===== src/hdl/irct_pkg.sv =====
package irct_pkg;

  // Line regions (3-bit state vector)
  localparam logic [2:0] R_LINE_START  = 3'd0;
  localparam logic [2:0] R_TAGS        = 3'd1;
  localparam logic [2:0] R_AFTER_TAGS  = 3'd2;
  localparam logic [2:0] R_PREFIX      = 3'd3;
  localparam logic [2:0] R_COMMAND     = 3'd4;
  localparam logic [2:0] R_PARAM_START = 3'd5;
  localparam logic [2:0] R_PARAM       = 3'd6;
  localparam logic [2:0] R_TRAILING    = 3'd7;

  // Result classes
  localparam logic [3:0] C_TAG_KEY   = 4'd0;
  localparam logic [3:0] C_TAG_VAL   = 4'd1;
  localparam logic [3:0] C_TAG_END   = 4'd2;
  localparam logic [3:0] C_PFX       = 4'd3;
  localparam logic [3:0] C_PFX_END   = 4'd4;
  localparam logic [3:0] C_CMD       = 4'd5;
  localparam logic [3:0] C_CMD_END   = 4'd6;
  localparam logic [3:0] C_PARAM     = 4'd7;
  localparam logic [3:0] C_PARAM_END = 4'd8;
  localparam logic [3:0] C_TRAIL     = 4'd9;
  localparam logic [3:0] C_LINE_END  = 4'd10;

  // Prefix segments
  localparam logic [1:0] SEG_NICK = 2'd0;
  localparam logic [1:0] SEG_SEP  = 2'd1;
  localparam logic [1:0] SEG_USER = 2'd2;
  localparam logic [1:0] SEG_HOST = 2'd3;

  // Line status codes
  localparam logic [2:0] ST_OK         = 3'd0;
  localparam logic [2:0] ST_EMPTY      = 3'd1;
  localparam logic [2:0] ST_TAGS_OPEN  = 3'd2;
  localparam logic [2:0] ST_PFX_OPEN   = 3'd3;
  localparam logic [2:0] ST_TOO_MANY   = 3'd4;

  // Characters
  localparam logic [7:0] CH_AT    = 8'h40;
  localparam logic [7:0] CH_SEMI  = 8'h3B;
  localparam logic [7:0] CH_EQ    = 8'h3D;
  localparam logic [7:0] CH_BANG  = 8'h21;
  localparam logic [7:0] CH_COLON = 8'h3A;
  localparam logic [7:0] CH_S     = 8'h73;
  localparam logic [7:0] CH_R     = 8'h72;
  localparam logic [7:0] CH_N     = 8'h6E;
  localparam logic [7:0] CH_BSL   = 8'h5C;
  localparam logic [7:0] CH_SPACE = 8'h20;
  localparam logic [7:0] CH_CR    = 8'h0D;
  localparam logic [7:0] CH_LF    = 8'h0A;
  localparam logic [7:0] CH_LC_A  = 8'h61;
  localparam logic [7:0] CH_LC_Z  = 8'h7A;
  localparam logic [7:0] CASE_OFS = 8'h20;

  // Per-line control state
  typedef struct packed {
    logic [2:0] region;
    logic       in_tag_value;
    logic       tag_part_nonempty;
    logic       escape_pending;
    logic [1:0] prefix_part;
    logic       at_before_bang;
    logic       line_nonempty;
    logic       param_overflow;
  } ctl_t;

  localparam ctl_t CTL_RESET = '{
    region:            R_LINE_START,
    in_tag_value:      1'b0,
    tag_part_nonempty: 1'b0,
    escape_pending:    1'b0,
    prefix_part:       SEG_NICK,
    at_before_bang:    1'b0,
    line_nonempty:     1'b0,
    param_overflow:    1'b0
  };

  // One result item, without the last-of-run flag
  typedef struct packed {
    logic [7:0] data;
    logic [3:0] cls;
    logic [1:0] seg;
    logic [4:0] idx;
    logic       split;
    logic [2:0] status;
  } res_t;

  function automatic res_t mk_res(input logic [7:0] d, input logic [3:0] c,
                                  input logic [1:0] s, input logic [4:0] i,
                                  input logic sp, input logic [2:0] stt);
    res_t r;
    r.data   = d;
    r.cls    = c;
    r.seg    = s;
    r.idx    = i;
    r.split  = sp;
    r.status = stt;
    return r;
  endfunction

endpackage


===== src/hdl/irc_line_tokenizer.sv =====
// A byte passes the input register, then the result pair register. One byte
// per cycle is taken while out_ready is high and no byte yields two results;
// a byte or line end with two results holds the pair register until both are
// taken. CR and LF yield nothing. Limit: the one-result-per-cycle output port.
// Reset (rst, synchronous): empties both registers and returns to line start.
module irc_line_tokenizer import irct_pkg::*; #(
  parameter int MAX_PARAMS = 16
) (
  input  logic       clk,
  input  logic       rst,
  input  logic       in_valid,
  output logic       in_ready,
  input  logic [7:0] data_byte,
  input  logic       end_of_line,
  output logic       out_valid,
  input  logic       out_ready,
  output logic [7:0] out_byte,
  output logic [3:0] field_class,
  output logic [1:0] prefix_segment,
  output logic [4:0] param_index,
  output logic       split_valid,
  output logic [2:0] line_status,
  output logic       last_of_run
);

  localparam int CW = $clog2(MAX_PARAMS + 1);

  logic          in_full;
  logic [7:0]    in_data;
  logic          in_eol;
  ctl_t          st;
  ctl_t          st_next;
  logic [CW-1:0] cnt;
  logic [CW-1:0] cnt_next;
  res_t          r0;
  res_t          r1;
  logic [1:0]    nres;
  res_t          e0;
  res_t          e1;
  logic [1:0]    pend;
  logic [1:0]    pend_next;
  logic          ptr;
  logic          ptr_next;
  logic          out_take;
  logic          pair_free;
  logic          adv;
  res_t          cur;

  irct_step #(
    .MAX_PARAMS (MAX_PARAMS),
    .CW         (CW)
  ) u_step (
    .st       (st),
    .cnt      (cnt),
    .data     (in_data),
    .eol      (in_eol),
    .st_next  (st_next),
    .cnt_next (cnt_next),
    .r0       (r0),
    .r1       (r1),
    .nres     (nres)
  );

  // Handshake and advance control
  assign out_valid = (pend != 2'd0);
  assign out_take  = out_valid & out_ready;
  assign pair_free = (pend == 2'd0) || (out_take && pend == 2'd1);
  assign adv       = in_full & pair_free;
  assign in_ready  = ~in_full | adv;

  always_comb begin
    pend_next = pend;
    ptr_next  = ptr;
    if (out_take) begin
      if (pend == 2'd2) begin
        pend_next = 2'd1;
        ptr_next  = 1'b1;
      end else begin
        pend_next = 2'd0;
      end
    end
    if (adv && nres != 2'd0) begin
      pend_next = nres;
      ptr_next  = 1'b0;
    end
  end

  // Input register
  always_ff @(posedge clk) begin
    if (rst) begin
      in_full <= 1'b0;
    end else if (in_valid && in_ready) begin
      in_full <= 1'b1;
    end else if (adv) begin
      in_full <= 1'b0;
    end
  end

  always_ff @(posedge clk) begin
    if (in_valid && in_ready) begin
      in_data <= data_byte;
      in_eol  <= end_of_line;
    end
  end

  // Line state and result pair
  always_ff @(posedge clk) begin
    if (rst) begin
      st   <= CTL_RESET;
      cnt  <= '0;
      pend <= 2'd0;
      ptr  <= 1'b0;
    end else begin
      pend <= pend_next;
      ptr  <= ptr_next;
      if (adv) begin
        st  <= st_next;
        cnt <= cnt_next;
      end
    end
  end

  always_ff @(posedge clk) begin
    if (adv && nres != 2'd0) begin
      e0 <= r0;
      e1 <= r1;
    end
  end

  // Output fields
  assign cur            = ptr ? e1 : e0;
  assign out_byte       = cur.data;
  assign field_class    = cur.cls;
  assign prefix_segment = cur.seg;
  assign param_index    = cur.idx;
  assign split_valid    = cur.split;
  assign line_status    = cur.status;
  assign last_of_run    = (pend == 2'd1);

endmodule


===== src/hdl/irct_step.sv =====
module irct_step import irct_pkg::*; #(
  parameter int MAX_PARAMS = 16,
  parameter int CW = $clog2(MAX_PARAMS + 1)
) (
  input  ctl_t          st,
  input  logic [CW-1:0] cnt,
  input  logic [7:0]    data,
  input  logic          eol,
  output ctl_t          st_next,
  output logic [CW-1:0] cnt_next,
  output res_t          r0,
  output res_t          r1,
  output logic [1:0]    nres
);

  logic          at_max;
  logic [CW-1:0] cnt_bump;
  logic          ovf_bump;
  logic [4:0]    idx;
  logic [4:0]    idx_bump;
  logic [7:0]    upper;
  logic [7:0]    unesc;
  logic [1:0]    seg;

  // Saturating parameter count
  assign at_max   = (cnt >= CW'(MAX_PARAMS));
  assign cnt_bump = at_max ? cnt : cnt + CW'(1);
  assign ovf_bump = st.param_overflow | at_max;
  assign idx      = 5'(cnt);
  assign idx_bump = 5'(cnt_bump);

  assign upper = (data >= CH_LC_A && data <= CH_LC_Z) ? data - CASE_OFS : data;

  // Tag value escape mapping
  always_comb begin
    case (data)
      CH_COLON: unesc = CH_SEMI;
      CH_S:     unesc = CH_SPACE;
      CH_R:     unesc = CH_CR;
      CH_N:     unesc = CH_LF;
      default:  unesc = data;
    endcase
  end

  // Next state and results for one transaction
  always_comb begin
    st_next  = st;
    cnt_next = cnt;
    r0       = '0;
    r1       = '0;
    nres     = 2'd0;
    seg      = st.prefix_part;
    if (eol) begin
      // Line end summary, then clear for the next line
      st_next  = CTL_RESET;
      cnt_next = '0;
      nres     = 2'd1;
      if (!st.line_nonempty) begin
        r0 = mk_res(8'h00, C_LINE_END, SEG_NICK, idx, 1'b0, ST_EMPTY);
      end else if (st.region == R_TAGS) begin
        r0 = mk_res(8'h00, C_LINE_END, SEG_NICK, idx, 1'b0, ST_TAGS_OPEN);
      end else if (st.region == R_PREFIX) begin
        r0 = mk_res(8'h00, C_LINE_END, SEG_NICK, idx, 1'b0, ST_PFX_OPEN);
      end else if (st.region == R_COMMAND || st.region == R_AFTER_TAGS) begin
        r0   = mk_res(8'h00, C_CMD_END, SEG_NICK, 5'd0, 1'b0, ST_OK);
        r1   = mk_res(8'h00, C_LINE_END, SEG_NICK, idx, 1'b0,
                      st.param_overflow ? ST_TOO_MANY : ST_OK);
        nres = 2'd2;
      end else if (st.region == R_PARAM) begin
        r0   = mk_res(8'h00, C_PARAM_END, SEG_NICK, idx, 1'b0, ST_OK);
        r1   = mk_res(8'h00, C_LINE_END, SEG_NICK, idx_bump, 1'b0,
                      ovf_bump ? ST_TOO_MANY : ST_OK);
        nres = 2'd2;
      end else if (st.region == R_TRAILING) begin
        r0 = mk_res(8'h00, C_LINE_END, SEG_NICK, idx_bump, 1'b0,
                    ovf_bump ? ST_TOO_MANY : ST_OK);
      end else begin
        r0 = mk_res(8'h00, C_LINE_END, SEG_NICK, idx, 1'b0,
                    st.param_overflow ? ST_TOO_MANY : ST_OK);
      end
    end else if (data != CH_CR && data != CH_LF) begin
      st_next.line_nonempty = 1'b1;
      case (st.region)
        R_TAGS: begin
          if (data == CH_SPACE || data == CH_SEMI) begin
            // End of tag part; a pending backslash is emitted literally
            if (st.tag_part_nonempty) begin
              if (st.escape_pending) begin
                r0   = mk_res(CH_BSL, C_TAG_VAL, SEG_NICK, 5'd0, 1'b0, ST_OK);
                r1   = mk_res(8'h00, C_TAG_END, SEG_NICK, 5'd0, 1'b0, ST_OK);
                nres = 2'd2;
              end else begin
                r0   = mk_res(8'h00, C_TAG_END, SEG_NICK, 5'd0, 1'b0, ST_OK);
                nres = 2'd1;
              end
            end
            st_next.in_tag_value      = 1'b0;
            st_next.tag_part_nonempty = 1'b0;
            st_next.escape_pending    = 1'b0;
            if (data == CH_SPACE) begin
              st_next.region = R_AFTER_TAGS;
            end
          end else if (!st.in_tag_value) begin
            st_next.tag_part_nonempty = 1'b1;
            if (data == CH_EQ) begin
              st_next.in_tag_value = 1'b1;
            end else begin
              r0   = mk_res(data, C_TAG_KEY, SEG_NICK, 5'd0, 1'b0, ST_OK);
              nres = 2'd1;
            end
          end else if (st.escape_pending) begin
            st_next.escape_pending = 1'b0;
            r0   = mk_res(unesc, C_TAG_VAL, SEG_NICK, 5'd0, 1'b0, ST_OK);
            nres = 2'd1;
          end else if (data == CH_BSL) begin
            st_next.escape_pending = 1'b1;
          end else begin
            r0   = mk_res(data, C_TAG_VAL, SEG_NICK, 5'd0, 1'b0, ST_OK);
            nres = 2'd1;
          end
        end
        R_PREFIX: begin
          if (data == CH_SPACE) begin
            r0 = mk_res(8'h00, C_PFX_END, SEG_NICK, 5'd0,
                        st.prefix_part == SEG_HOST && !st.at_before_bang, ST_OK);
            nres = 2'd1;
            st_next.region = R_COMMAND;
          end else begin
            // First '!' then '@' split nick, user and host
            if (!st.at_before_bang) begin
              if (data == CH_BANG && st.prefix_part == SEG_NICK) begin
                seg = SEG_SEP;
                st_next.prefix_part = SEG_USER;
              end else if (data == CH_AT && st.prefix_part == SEG_USER) begin
                seg = SEG_SEP;
                st_next.prefix_part = SEG_HOST;
              end else if (data == CH_AT && st.prefix_part == SEG_NICK) begin
                st_next.at_before_bang = 1'b1;
                seg = SEG_NICK;
              end
            end else begin
              seg = SEG_NICK;
            end
            r0   = mk_res(data, C_PFX, seg, 5'd0, 1'b0, ST_OK);
            nres = 2'd1;
          end
        end
        R_PARAM_START: begin
          if (data == CH_COLON) begin
            st_next.region = R_TRAILING;
          end else if (data == CH_SPACE) begin
            // Doubled space: empty parameter
            r0   = mk_res(8'h00, C_PARAM_END, SEG_NICK, idx, 1'b0, ST_OK);
            nres = 2'd1;
            cnt_next = cnt_bump;
            st_next.param_overflow = ovf_bump;
          end else begin
            r0   = mk_res(data, C_PARAM, SEG_NICK, idx, 1'b0, ST_OK);
            nres = 2'd1;
            st_next.region = R_PARAM;
          end
        end
        R_PARAM: begin
          nres = 2'd1;
          if (data == CH_SPACE) begin
            r0 = mk_res(8'h00, C_PARAM_END, SEG_NICK, idx, 1'b0, ST_OK);
            cnt_next = cnt_bump;
            st_next.param_overflow = ovf_bump;
            st_next.region = R_PARAM_START;
          end else begin
            r0 = mk_res(data, C_PARAM, SEG_NICK, idx, 1'b0, ST_OK);
          end
        end
        R_TRAILING: begin
          r0   = mk_res(data, C_TRAIL, SEG_NICK, idx, 1'b0, ST_OK);
          nres = 2'd1;
        end
        default: begin
          // Line start, after tags, or command
          if (st.region == R_LINE_START && data == CH_AT) begin
            st_next.region = R_TAGS;
          end else if ((st.region == R_LINE_START || st.region == R_AFTER_TAGS) &&
                       data == CH_COLON) begin
            st_next.region = R_PREFIX;
          end else if (data == CH_SPACE) begin
            r0   = mk_res(8'h00, C_CMD_END, SEG_NICK, 5'd0, 1'b0, ST_OK);
            nres = 2'd1;
            st_next.region = R_PARAM_START;
          end else begin
            r0   = mk_res(upper, C_CMD, SEG_NICK, 5'd0, 1'b0, ST_OK);
            nres = 2'd1;
            st_next.region = R_COMMAND;
          end
        end
      endcase
    end
  end

endmodule


===== config.mk =====
export PLATFORM = sky130hd
export DESIGN_NAME = irc_line_tokenizer
export DESIGN_NICKNAME = d
export VERILOG_FILES = /design/src/hdl/irct_pkg.sv /design/src/hdl/irc_line_tokenizer.sv /design/src/hdl/irct_step.sv
export SDC_FILE = /design/constraint.sdc
export NUM_CORES = 1
export LEC_CHECK = 0
export CORE_MARGIN = 8
export CORE_UTILIZATION = 40
export CTS_CLUSTER_DIAMETER = 60
export DETAILED_ROUTE_END_ITERATION = 16
export DONT_BUFFER_PORTS = 1
export GPL_TIMING_DRIVEN = 0
export SLEW_MARGIN = 20
export SYNTH_ARGS = -nofsm -noshare
export SYNTH_HDL_FRONTEND = slang
export SYNTH_HIERARCHICAL = 1
export SYNTH_SLANG_ARGS = --single-unit

===== constraint.sdc =====
create_clock -name clk -period 6.07 [get_ports clk]
set_input_delay 0.607 -clock clk [delete_from_list [all_inputs] [get_ports clk]]
set_output_delay 0.607 -clock clk [all_outputs]
set_load 0.02 [all_outputs]

=== Word level (Yosys, flattened, before mapping) ===
Cells that the tools add are included.

* Add/sub/neg operators: 2
* Multipliers: 0
* Divide/modulo/power cells: 0
* $lt $le $gt $ge: 3
* Eq/ne operators: 33
* Shift-type cells: 0
* Mux-type cells: 101
* Bitwise gates (word level): 5
* Reduce and logical (&&, ||, !) cells: 40

{| class="wikitable"
|+ Operator list
! cell !! number
|-
| $mux W23 || 29
|-
| $pmux W23 S5 || 1
|-
| $mux W3 || 15
|-
| $mux W2 || 21
|-
| $eq A8 B6 Y1 const B || 5
|-
| $eq A8 B7 Y1 const B || 5
|-
| $pmux W8 S4 || 1
|-
| $mux W5 || 5
|-
| $mux W11 || 2
|-
| $mux W22 || 1
|-
| $mux W1 || 18
|-
| $ne A8 B4 Y1 const B || 2
|-
| $reduce_and A4 Y1 || 4
|-
| $mux W15 || 1
|-
| $ne A3 B3 Y1 const B || 5
|-
| $pmux W3 S5 || 1
|-
| $reduce_bool A2 Y1 || 7
|-
| $mux W13 || 1
|-
| $eq A3 B3 Y1 const B || 4
|-
| $logic_and A1 B1 Y1 || 11
|-
| $pmux W5 S2 || 1
|-
| $mux W9 || 1
|-
| $reduce_bool A3 Y1 || 3
|-
| $ge A8 B7 Y1 const B || 1
|-
| other kinds (27) || 39
|}

* Register bits after elaboration: 75
* Latch bits: 0
* Memory bits (writable): 0
* Bits in read-only memories: 0
* Bits of input ports: 13
* Output and inout port bits: 26
* Word-level logic and storage cells: 210
* Memories: 0

=== Longest topological paths before layout ===
Gate-level depths: netlist (run 1).

* Depth in word-level cells: 11
* Gate-level depth with buffers: 11

=== Modules after synthesis ===
The synthesis (run 1) kept the hierarchy.

{| class="wikitable"
|+ By module, submodules not included
! module !! instances !! cells each !! area each (um2) !! sequential area each (um2)
|-
| irc_line_tokenizer || 1 || 173 || 2780.2 || 2052.0
|-
| irct_step || 1 || 319 || 1826.8 || 0.0
|}

=== Least setup slack after synthesis (run 1) ===
No wires, ideal clock.

* Kind: reg2reg
* From: register in_data[1]
* To: register e0[0] in the netlist's numbering (enable)
* Setup time: 509 ps
* Data arrival time: 5028 ps
* Required time: 5561 ps
* Path slack: 533 ps
* Stages on the path, launching flop included: 10
* Buffers on the path: 2
* Period minus slack after synthesis: 5537 ps
* Cell sequence: edfxtp_1 > buf_2 > nor3_1 > nand3_1 > o21ai_2 > buf_2 > nand2_1 > o31ai_1 > nor2_1 > nor3_1

* Elaborated cells on any way between the ends: 25
* Classes of those cells: eq/ne (8); mux (11); reduce/logical (6)

{| class="wikitable"
|+ RTL lines
! element !! line !! text
|-
| start: declaration || irc_line_tokenizer.sv:29 || <nowiki>logic [7:0] in_data;</nowiki>
|-
| start signal: assignment || irc_line_tokenizer.sv:101 || <nowiki>in_data <= data_byte;</nowiki>
|-
| $eq A8 B6 Y1 || irct_step.sv:85 || <nowiki>if (data == CH_SPACE || data == CH_SEMI) begin</nowiki>
|-
| $logic_or A1 B1 Y1 || irct_step.sv:85 ||
|-
| $mux W2 || irct_step.sv:85 ||
|-
| $pmux W2 S3 || irct_step.sv:83 || <nowiki>case (st.region)</nowiki>
|-
| $mux W2 * || irct_step.sv:81 || <nowiki>end else if (data != CH_CR && data != CH_LF) begin</nowiki>
|-
| $mux W2 * || irct_step.sv:53 || <nowiki>if (eol) begin</nowiki>
|-
| net nres[1] || irc_line_tokenizer.sv:37 || <nowiki>logic [1:0] nres;</nowiki>
|-
| $reduce_bool A2 Y1 * || irc_line_tokenizer.sv:124 || <nowiki>if (adv && nres != 2'd0) begin</nowiki>
|-
| $logic_and A1 B1 Y1 * || irc_line_tokenizer.sv:124 ||
|-
| end signal: assignment || irc_line_tokenizer.sv:125 || <nowiki>e0 <= r0;</nowiki>
|-
| end: declaration || irc_line_tokenizer.sv:38 || <nowiki>res_t e0;</nowiki>
|}

The timed path passes the listed nets; every way through them passes the cells marked *.
A chain may end at the register's enable or synchronous reset.

=== Final worst setup path (run 1) ===
* From: register in_data[4]
* To: register e0[14] in the netlist's numbering (enable)

Same word-level chain as after synthesis.

==> results.ini, run 1 <==
[synthesis]
avgSynthCellArea_sq_um=9.36
synthCells=492
ys_ff_latch=75
synth_ff_type=edfxtp_1
synth_edf_count=55
ys_seq_area_share_pct=44.5
synth-async-reset-ratio_pct=0
yosysUniqueCellTypes=66
syn_area_sq_um=4610
ys_warn_count=6

[sta]
setup_viol=0
report.final.slew_viol_count=0
fmax_ghz=0.253
layout_setup_ws_ns=2.11
hold_viol_final=0
slew-limit-headroom_pct=45.8
rsz0062_at_grt=false
skew_ns=0.00995
fin_crit_sh_pct=65.2
fin_tns_setup_ns=0
tightest_slew_ns=0.804
post-route-min-period_ns=3.96

[global_routing]
antenna_found_initial=0
grt_max_degree=14
grt_usage_pct=15.7
grt_pass1_wl_mm=18.6
grt_pass1_vias=3501
grt_overflow_total=0

[clocking]
h-tree-depth=3
cts_root_buffer=clkbuf_16
clock-sinks=75
numCtsBuffers=9
cts_buffer_depth=2
postCtsSetupRepairBufs=0
cts_resized=0
cts_tree=built
hold_buffers=0
insertion_delay_ns=0.34
clkTransAtPathRegs_ns=0.06

[routing]
drtIter0Drc=323
post-route-drc-count=0
dr.pass1.iters=5
wl_mm=11.5
vias=3706
wl_per_cell_microns=17.1
ant_nets=0
via_per_inst=5.54

[worst_setup_path]
r2r-start=in_data[4]$_DFFE_PP_
required_ns=6.11
critPathLaunchType=register
r2r_cells=10
r2r_setup_slack_ns=2.11
crit_start=in_data[4]$_DFFE_PP_
criticalPathCategory=reg2reg
cp_max_fo=11
cp.arrival_ns=3.99
cp-end-kind=register
reg2reg_to=e0[14]$_DFFE_PP_
crit_path_end=e0[14]$_DFFE_PP_

[power_and_ir_drop]
vdd_drop_max_mv=0.102
power_leakage_nw=1.80
power_density_nw_per_um2=235

[place]
pre_cts_slack_ns=2.17
hpwl_mm=8.68
io_buffers=0
post-place-cells=653
gp_congestion=0.917

[min_path]
hold_path.class=in2reg

[die]
row_count=39
io_pins=39
coreArea_sq_um=11300
die_h_microns=123
start_util_pct=40.7
floorplan.die_area_sq_um=15200
die_x_microns=123

[final_layout]
antenna_cells=0
final_cells=669
synthToLayoutAreaGrowth_pct=12.3
final_util_pct=45.7
nNetsFinal=538
layout-drive-gt1-share_pct=17.5

[outcome]
status=finished clean

[flow_run]
drv_cap=0

-- cell usage in the layout (no fill, tap or decap), types with 3 or more instances in the layout --
cell type,synthesis,layout
nor4_1,3,3
nand4_1,6,6
and3_1,3,3
conb_1,1,15
mux2_2,25,25
buf_6,2,4
nand2b_1,3,3
ha_1,4,4
nand3_1,15,15
buf_4,15,17
clkbuf_1,10,10
or2_2,3,3
dfxtp_1,20,20
buf_1,6,6
o2111ai_1,3,3
nor2b_1,7,7
inv_1,14,14
clkinv_2,0,3
o22ai_1,3,3
a22oi_1,10,10
nor2_1,55,55
buf_2,13,13
a21oi_1,32,32
edfxtp_1,55,55
o21ai_1,5,5
and3b_1,3,3
a31oi_1,3,3
mux2i_1,17,17
nor3_1,15,14
nand2_1,66,66
o21ai_0,20,20
a211oi_1,7,7
or2_0,3,3
clkbuf_16,0,9
-- synthesized netlist by cell type, types with 7 or more instances --
master    number  area, sq um
nand2_1       66          248
edfxtp_1      55         1650
nor2_1        55          206
a21oi_1       32          160
mux2_2        25          282
dfxtp_1       20          400
o21ai_0       20          100
mux2i_1       17          170
buf_4         15          113
nand3_1       15         75.1
nor3_1        15         75.1
inv_1         14         52.6
buf_2         13         65.1
a22oi_1       10         75.1
clkbuf_1      10         37.5
a211oi_1       7         52.6
nor2b_1        7         43.8
-- registers in the layout, indices dropped and copies added, names as in the netlist --
| signal | cells |
|---|---|
| pend | 2 |
| in_full | 1 |
| cnt | 5 |
| ptr | 1 |
| st | 11 |
| in_eol | 1 |
| e1 | 23 |
| e0 | 23 |
| in_data | 8 |
-- routing by layer --
metal	GRT usage, %	vias up	wire [microns]
met5	0	-	0
met2	23.4	168	5110
met3	3.65	21	873
met4	6.32	0	228
li1	-	1817	-
met1	21.4	1700	5260
-- worst min path at each step --
stage / startpoint / end / cells after the start
3_3_place_gp: st[10]$_SDFFE_PP0P_ / st[10]$_SDFFE_PP0P_ / 2
2_1_floorplan: st[1]$_SDFFE_PP0P_ / st[1]$_SDFFE_PP0P_ / 2
4_1_cts: rst / in_full$_SDFFE_PP0P_ / 1
5_1_grt: rst / in_full$_SDFFE_PP0P_ / 1
3_5_place_dp: st[1]$_SDFFE_PP0P_ / st[1]$_SDFFE_PP0P_ / 2
6_report: rst / in_full$_SDFFE_PP0P_ / 1
-- cell type report --
| cell class | instances | area (sq um) |
|---|---|---|
| inverters | 15 | 56.3 |
| clock buffers | 9 | 225 |
| multi-input cells | 369 | 2280 |
| repair buffers | 4 | 37.5 |
| fillers | 1103 | 6150 |
| well taps | 143 | 179 |
| flip-flops and latches | 75 | 2050 |
| plain buffers | 47 | 280 |
| clock inverters | 7 | 66.3 |
-- report_power, final --
group / switching [mW] / internal [mW]
Sequential: 0.00838 / 0.572
Clock: 0.213 / 0.317
Combinational: 0.0674 / 0.0358
-- logic make-up after synthesis --
family / synth area share [%]
other: 0.0814
AO/OA/AOI/OAI: 15.7
multiplexers: 9.80
flip-flops: 44.5
XOR/XNOR: 0.380
buffers and inverters: 7.31
adder cells (fa/ha/maj): 1.09
AND/OR/NAND/NOR: 21.1
-- worst max-delay path, cell delays in order (launching register included) --
cell and delay (ns):
edfxtp_1 0.45, nor3_1 0.51, nand3_1 0.34, o21ai_2 0.22, buf_2 0.30, nand2_1 0.12
o31ai_1 0.53, nor2_1 0.12, nor3_2 0.59, buf_6 0.25, buf_4 0.21
-- stage by stage --
step	hold slack [ns]	total power [mW]	area [sq um]
2_1_floorplan	0.431	0.670	4660
3_3_place_gp	0.444	0.691	4840
3_5_place_dp	0.453	0.694	4880
4_1_cts	0.328	1.22	5170
5_1_grt	0.319	1.26	5170
6_report	0.333	1.21	5170
(Power assumes the default switching activity.)
==> inputs of run 2 (changes only) <==
--- a/config.mk
+++ b/config.mk
@@ -5,6 +5,7 @@
 export SDC_FILE = /design/constraint.sdc
 export NUM_CORES = 1
 export LEC_CHECK = 0
+export ABC_AREA = 1
 export CORE_MARGIN = 8
 export CORE_UTILIZATION = 40
 export CTS_CLUSTER_DIAMETER = 60
==> constraint.sdc (replaced) <==
create_clock -name clk -period 3.8 [get_ports clk]
set_input_delay 0.38 -clock clk [delete_from_list [all_inputs] [get_ports clk]]
set_output_delay 0.38 -clock clk [all_outputs]
set_load 0.02 [all_outputs]
==> run 2 against run 1 <==
  * Combinational power increased to 2.8 times the previous value
  * Global-route usage is 0.44 points lower
  * Clock power is 82% higher
  * Critical path depth up 7
  * Worst hold slack lost 0.23 ns
  * Count of clock-buffer cells in the layout increased by 2
  * Wire length increased by 4.3%
  * Synthesized cell count up 24%
  * Critical endpoint is now e0[17]$_DFFE_PP_
  * Cell count is 18% higher
  * Largest cell class unchanged
  * Highest routed layer unchanged
  * Clock skew decreased by 0.0028 ns
  * Final area rose by 4.5%
==> results.ini, run 2 <==
[routing]
via_per_inst=5.05
wl_per_cell_microns=15.2
drtIter0Drc=303
vias=3985
wl_mm=12.0
ant_nets=0
post-route-drc-count=0
dr.pass1.iters=4

[min_path]
holdCritStartpoint=rst
min_path_cells=1
min_to=in_full$_SDFFE_PP0P_
hold_path.class=in2reg

[worst_setup_path]
crit_slowest_cell=edfxtp_1
criticalPathCategory=reg2reg
r2r-start=in_data[6]$_DFFE_PP_
critPathLaunchType=register
path_cells=inv_2 > ha_1 > nand2_2 > nor2_1 > nand4_4 > nand2_2 > inv_2 > nand3_1 > nand2_1 > nand2_1 > nand2_1 > a21oi_1 > inv_1 > nand2_1 > nand4_1 > inv_6 > buf_16
reg2reg_to=e0[17]$_DFFE_PP_
critical-path-max-stage-delay_ns=0.52
required_ns=3.84
cp.arrival_ns=3.54
cp-end-kind=register
r2r_setup_slack_ns=0.30
r2r_cells=17
path_delay_family=simple AND/OR/NAND/NOR gates
cp_max_fo=24
crit_path_frequent_cell=nand2_1
critPathBufInv=5

[clocking]
h-tree-depth=3
postCtsSetupRepairBufs=0
cts_root_buffer=clkbuf_16
clkTransAtPathRegs_ns=0.05
clock-sinks=75
insertion_delay_ns=0.34
cts_tree=built
cts_resized=0
numCtsBuffers=9
cts_buffer_depth=2
hold_buffers=0

[place]
gp_congestion=0.921
placed_area_sq_um=5070
io_buffers=0
hpwl_mm=9.19

[global_routing]
antenna_found_initial=0
use_met3_pct=4.25
busiest_layer=met2
grt_usage_pct=15.2
grtUsageMet2_pct=24.1
grt_pass1_wl_mm=19.1
grt_max_degree=25
grt_use_met1_pct=19.4
grt_pass1_vias=3805
grt_overflow_total=0

[final_layout]
final_util_pct=45.6
nNetsFinal=654
layout-drive-gt1-share_pct=18.5
layout_common_cells=172 x nand2_1, 71 x inv_1, 55 x edfxtp_1
top_regs=e0: 23 flops, e1: 23 flops, st: 11 flops
final_common_cell=nand2_1
antenna_cells=0
fin_area_sq_um=5410
synthToLayoutAreaGrowth_pct=12.6

[outcome]
status=finished clean

[sta]
skew_ns=0.00719
tightest_slew_ns=0.789
post-route-min-period_ns=3.50
fmax_ghz=0.286
slew-limit-headroom_pct=47.4
fin_crit_sh_pct=92.0
report.final.slew_viol_count=0
hold_viol_final=0
rsz0062_at_grt=false
setup_viol=0

[power_and_ir_drop]
power_frac_clock_pct=43.6
vdd_drop_max_mv=0.186
switching_share_pct=25.1
p_comb_share_pct=13.0
seq_power_share_pct=43.4
p_int_mw=1.66
power_leakage_nw=2.24
power_density_nw_per_um2=410
netSwitchingPower_mw=0.557

[synthesis]
avgSynthCellArea_sq_um=7.86
synth.most_common_cell=nand2_1
synth_largest_area_cell=edfxtp_1
yosysUniqueCellTypes=42
synth_edf_count=55
ys_ff_latch=75
syn_area_sq_um=4800
ys_warn_count=6
synthTopCellsByCount=172 x nand2_1, 72 x inv_1, 55 x edfxtp_1
ys_seq_area_share_pct=42.7
synth_top_area_share_pct=34.4
synthCells=611
synth_area_leaders=edfxtp_1 34%, nand2_1 13%, dfxtp_1 8.3%
synth_ff_type=edfxtp_1
synth-async-reset-ratio_pct=0

[flow_run]
drv_cap=0

[die]
io_pins=39
start_util_pct=40.5
die_h_microns=126
row_count=40
coreArea_sq_um=11900
floorplan.die_area_sq_um=15800
die_x_microns=126

-- run 2: changes by cell type in the layout (fill, tap and decap cells not counted), moves of 8 or more --
cell,previous run,this run
mux2_2,25,0
inv_2,0,10
mux2i_1,17,0
nand2_2,0,10
buf_2,13,5
o21ai_2,2,17
inv_1,14,71
a21oi_2,1,21
nand2_1,66,172
nand3_1,15,23
a22oi_1,10,1
nor3_1,14,5
-- run 2: metrics by stage --
step	TNS (ns)	instances	hold slack [ns]	power (mW)	worst slack, ns
final	0	789	0.107	2.22	0.304
after global routing	0	789	0.0921	2.31	0.0211
after CTS	0	789	0.0927	2.24	0.212
after detailed placement	0	773	0.442	1.27	0.240
after global placement	-19.55	772	0.435	1.26	-0.426
after floorplan	0	625	0.427	1.20	0.602
-- run 2: worst max path at each step --
stage	startpoint	to	slack, ns	cells after the start
finish	in_data[6]$_DFFE_PP_	e0[17]$_DFFE_PP_	0.30	17
CTS	in_data[6]$_DFFE_PP_	e1[19]$_DFFE_PP_	0.21	17
detailed placement	in_data[6]$_DFFE_PP_	e1[18]$_DFFE_PP_	0.24	17
floorplan	in_data[6]$_DFFE_PP_	e0[0]$_DFFE_PP_	0.60	16
global route	in_data[6]$_DFFE_PP_	e1[19]$_DFFE_PP_	0.02	17
global placement	in_data[6]$_DFFE_PP_	e0[5]$_DFFE_PP_	-0.43	16
-- run 2: kinds of logic (layout without fill, tap and decap cells) --
family / count (synthesis) / after routing / synth area share, %
and+or+nand+nor: 289 / 289 / 27.1
xor gates and xnor gates: 2 / 2 / 0.365
buffers and inverters: 113 / 130 / 11.5
DFF: 75 / 75 / 42.7
AOI/OAI and AO/OA: 127 / 127 / 17.2
other: 1 / 15 / 0.0781
adders and majority gates: 4 / 4 / 1.04
-- run 2: layer usage --
metal | vias up | wire [microns]
li1 | 2040 | -
met1 | 1834 | 5730
met2 | 90 | 5410
met3 | 21 | 608
met4 | 0 | 219
met5 | - | 0
-- run 2: worst reg2reg max path: cells and delay by family (launching register included) --
| family | cells | cell delay, ns |
|---|---|---|
| and+or+nand+nor | 10 | 1.33 |
| buffers and inverters | 5 | 0.93 |
| DFF | 1 | 0.52 |
| AOI/OAI and AO/OA | 1 | 0.26 |
| adders and majority gates | 1 | 0.17 |
-- run 2: layout make-up --
class	count	area (sq um)
Fill cell	1201	6450
Multi-Input combinational cell	437	2250
Sequential cell	75	2050
Inverter	82	313
Buffer	31	243
Clock buffer	11	233
Tap cell	147	184
Clock inverter	5	101
Timing Repair Buffer	1	27.5
-- run 2: power by group through the flow --
stage	combinational [mW]	sequential, mW	clock, mW
6_report	0.287	0.963	0.967
4_1_cts	0.286	0.963	0.987
3_3_place_gp	0.277	0.981	0
2_1_floorplan	0.225	0.971	0
5_1_grt	0.319	0.969	1.02
3_5_place_dp	0.285	0.980	0
==> inputs of run 3 (changes only) <==
--- a/config.mk
+++ b/config.mk
@@ -6,12 +6,15 @@
 export NUM_CORES = 1
 export LEC_CHECK = 0
 export ABC_AREA = 1
+export CELL_PAD_IN_SITES_DETAIL_PLACEMENT = 1
+export CELL_PAD_IN_SITES_GLOBAL_PLACEMENT = 1
 export CORE_MARGIN = 8
 export CORE_UTILIZATION = 40
 export CTS_CLUSTER_DIAMETER = 60
 export DETAILED_ROUTE_END_ITERATION = 16
 export DONT_BUFFER_PORTS = 1
 export GPL_TIMING_DRIVEN = 0
+export PLACE_DENSITY_LB_ADDON = 0.1
 export SLEW_MARGIN = 20
 export SYNTH_ARGS = -nofsm -noshare
 export SYNTH_HDL_FRONTEND = slang
==> run 3 against run 2 <==
  * Via count up 3.9%
  * Sequential cell count unchanged
  * Maximum frequency up 1.8%
==> results.ini, run 3 (same netlist as run 2, synthesis figures left out) <==
[outcome]
status=finished clean

[clocking]
h-tree-depth=3
cts_root_buffer=clkbuf_16
cts_tree=built
insertion_delay_ns=0.35
clkTransAtPathRegs_ns=0.06
clock-sinks=75
numCtsBuffers=9
cts_buffer_depth=2
postCtsSetupRepairBufs=0

[worst_setup_path]
required_ns=3.84
cp-end-kind=register
cp.arrival_ns=3.47
criticalPathCategory=reg2reg
cp_max_fo=35
critPathLaunchType=register

[final_layout]
synthToLayoutAreaGrowth_pct=12.1
nNetsFinal=654
antenna_cells=0
layout_common_cells=172 x nand2_1, 71 x inv_1, 55 x edfxtp_1
top_regs=e0: 23 flops, e1: 23 flops, st: 11 flops
fin_area_sq_um=5380
final_common_cell=nand2_1
final_util_pct=45.4
layout-drive-gt1-share_pct=19.0

[place]
gp_congestion=0.905
pre_cts_slack_ns=0.246
hpwl_mm=10.5
io_buffers=0
placed_area_sq_um=5060

[sta]
slew-limit-headroom_pct=48.5
rsz0062_at_grt=false
layout_setup_ws_ns=0.366
fin_crit_sh_pct=90.4
fmax_ghz=0.291
post-route-min-period_ns=3.43
report.final.slew_viol_count=0
tightest_slew_ns=0.773
skew_ns=0.00824
setup_viol=0
hold_viol_final=0

[global_routing]
grt_max_degree=36
grt_usage_pct=17.4
grt_pass1_vias=4238
grt_pass1_wl_mm=21.8
antenna_found_initial=0
grt_overflow_total=0

[routing]
ant_nets=0
wl_mm=13.4
post-route-drc-count=0
drtIter0Drc=253
via_per_inst=5.25
wl_per_cell_microns=17.0
vias=4140
dr.pass1.iters=4

[min_path]
hold_path.class=in2reg

[die]
coreArea_sq_um=11900
die_x_microns=126
row_count=40
floorplan.die_area_sq_um=15800
io_pins=39
die_h_microns=126
start_util_pct=40.5

[power_and_ir_drop]
power_leakage_nw=2.23
power_density_nw_per_um2=404
vdd_drop_max_mv=0.161

[flow_run]
drv_cap=0

## run 3: critical path, cell delays in order, from the launching register on
cell and delay (ns):
edfxtp_1 0.53, inv_2 0.16, ha_1 0.17, nand2_2 0.08, nor2_1 0.16, nand4_4 0.18, nand2_2 0.17, inv_2 0.09
nand3_1 0.08, nand2_1 0.05, nand2_1 0.06, nand2_1 0.05, a21oi_1 0.23, inv_1 0.10, nand2_1 0.07, nand4_1 0.29
inv_2 0.37, buf_12 0.25
## run 3: through the flow
step | cells | hold slack (ns) | setup TNS (ns) | power [mW]
after floorplan | 625 | 0.427 | 0 | 1.20
after global placement | 772 | 0.437 | -23.67 | 1.26
after detailed placement | 773 | 0.445 | 0 | 1.27
after CTS | 789 | 0.0905 | 0 | 2.20
after global routing | 789 | 0.0911 | 0 | 2.27
final | 789 | 0.102 | 0 | 2.18
## run 3: repair_timing
item,4_1_cts,5_1_grt
hold buffers,0,0
endpoints found under the setup margin,0,35
resized for setup,0,1
## run 3: cell type report
type / instances / area, sq um
Timing Repair Buffer: 1 / 20.0
Clock buffer: 10 / 229
Inverter: 82 / 308
Sequential cell: 75 / 2050
Multi-Input combinational cell: 437 / 2260
Fill cell: 1463 / 6480
Clock inverter: 6 / 88.8
Tap cell: 147 / 184
Buffer: 31 / 243
## run 3: routing by layer
layer	track usage, %	vias to the layer above	wire length [microns]
met2	27.6	82	6060
li1	-	2045	-
met3	3.53	15	591
met5	0	-	0
met1	22.8	1998	6540
met4	6.66	0	247
## run 3: final timing paths
check             cells after the start              endpoint  slack [ns]                  from
hold / removal                        1  in_full$_SDFFE_PP0P_        0.10                   rst
setup / recovery                     17       e1[1]$_DFFE_PP_        0.37  in_data[6]$_DFFE_PP_
hold reg to reg                       2    st[2]$_SDFFE_PP0P_        0.45    st[2]$_SDFFE_PP0P_
setup reg to reg                     17       e1[1]$_DFFE_PP_        0.37  in_data[6]$_DFFE_PP_
## run 3: power breakdown
| group | total [mW] | switching, mW | internal (mW) |
|---|---|---|---|
| logic | 0.291 | 0.202 | 0.0890 |
| registers | 0.965 | 0.0343 | 0.931 |
| clock network | 0.921 | 0.345 | 0.576 |
| total | 2.18 | 0.582 | 1.60 |
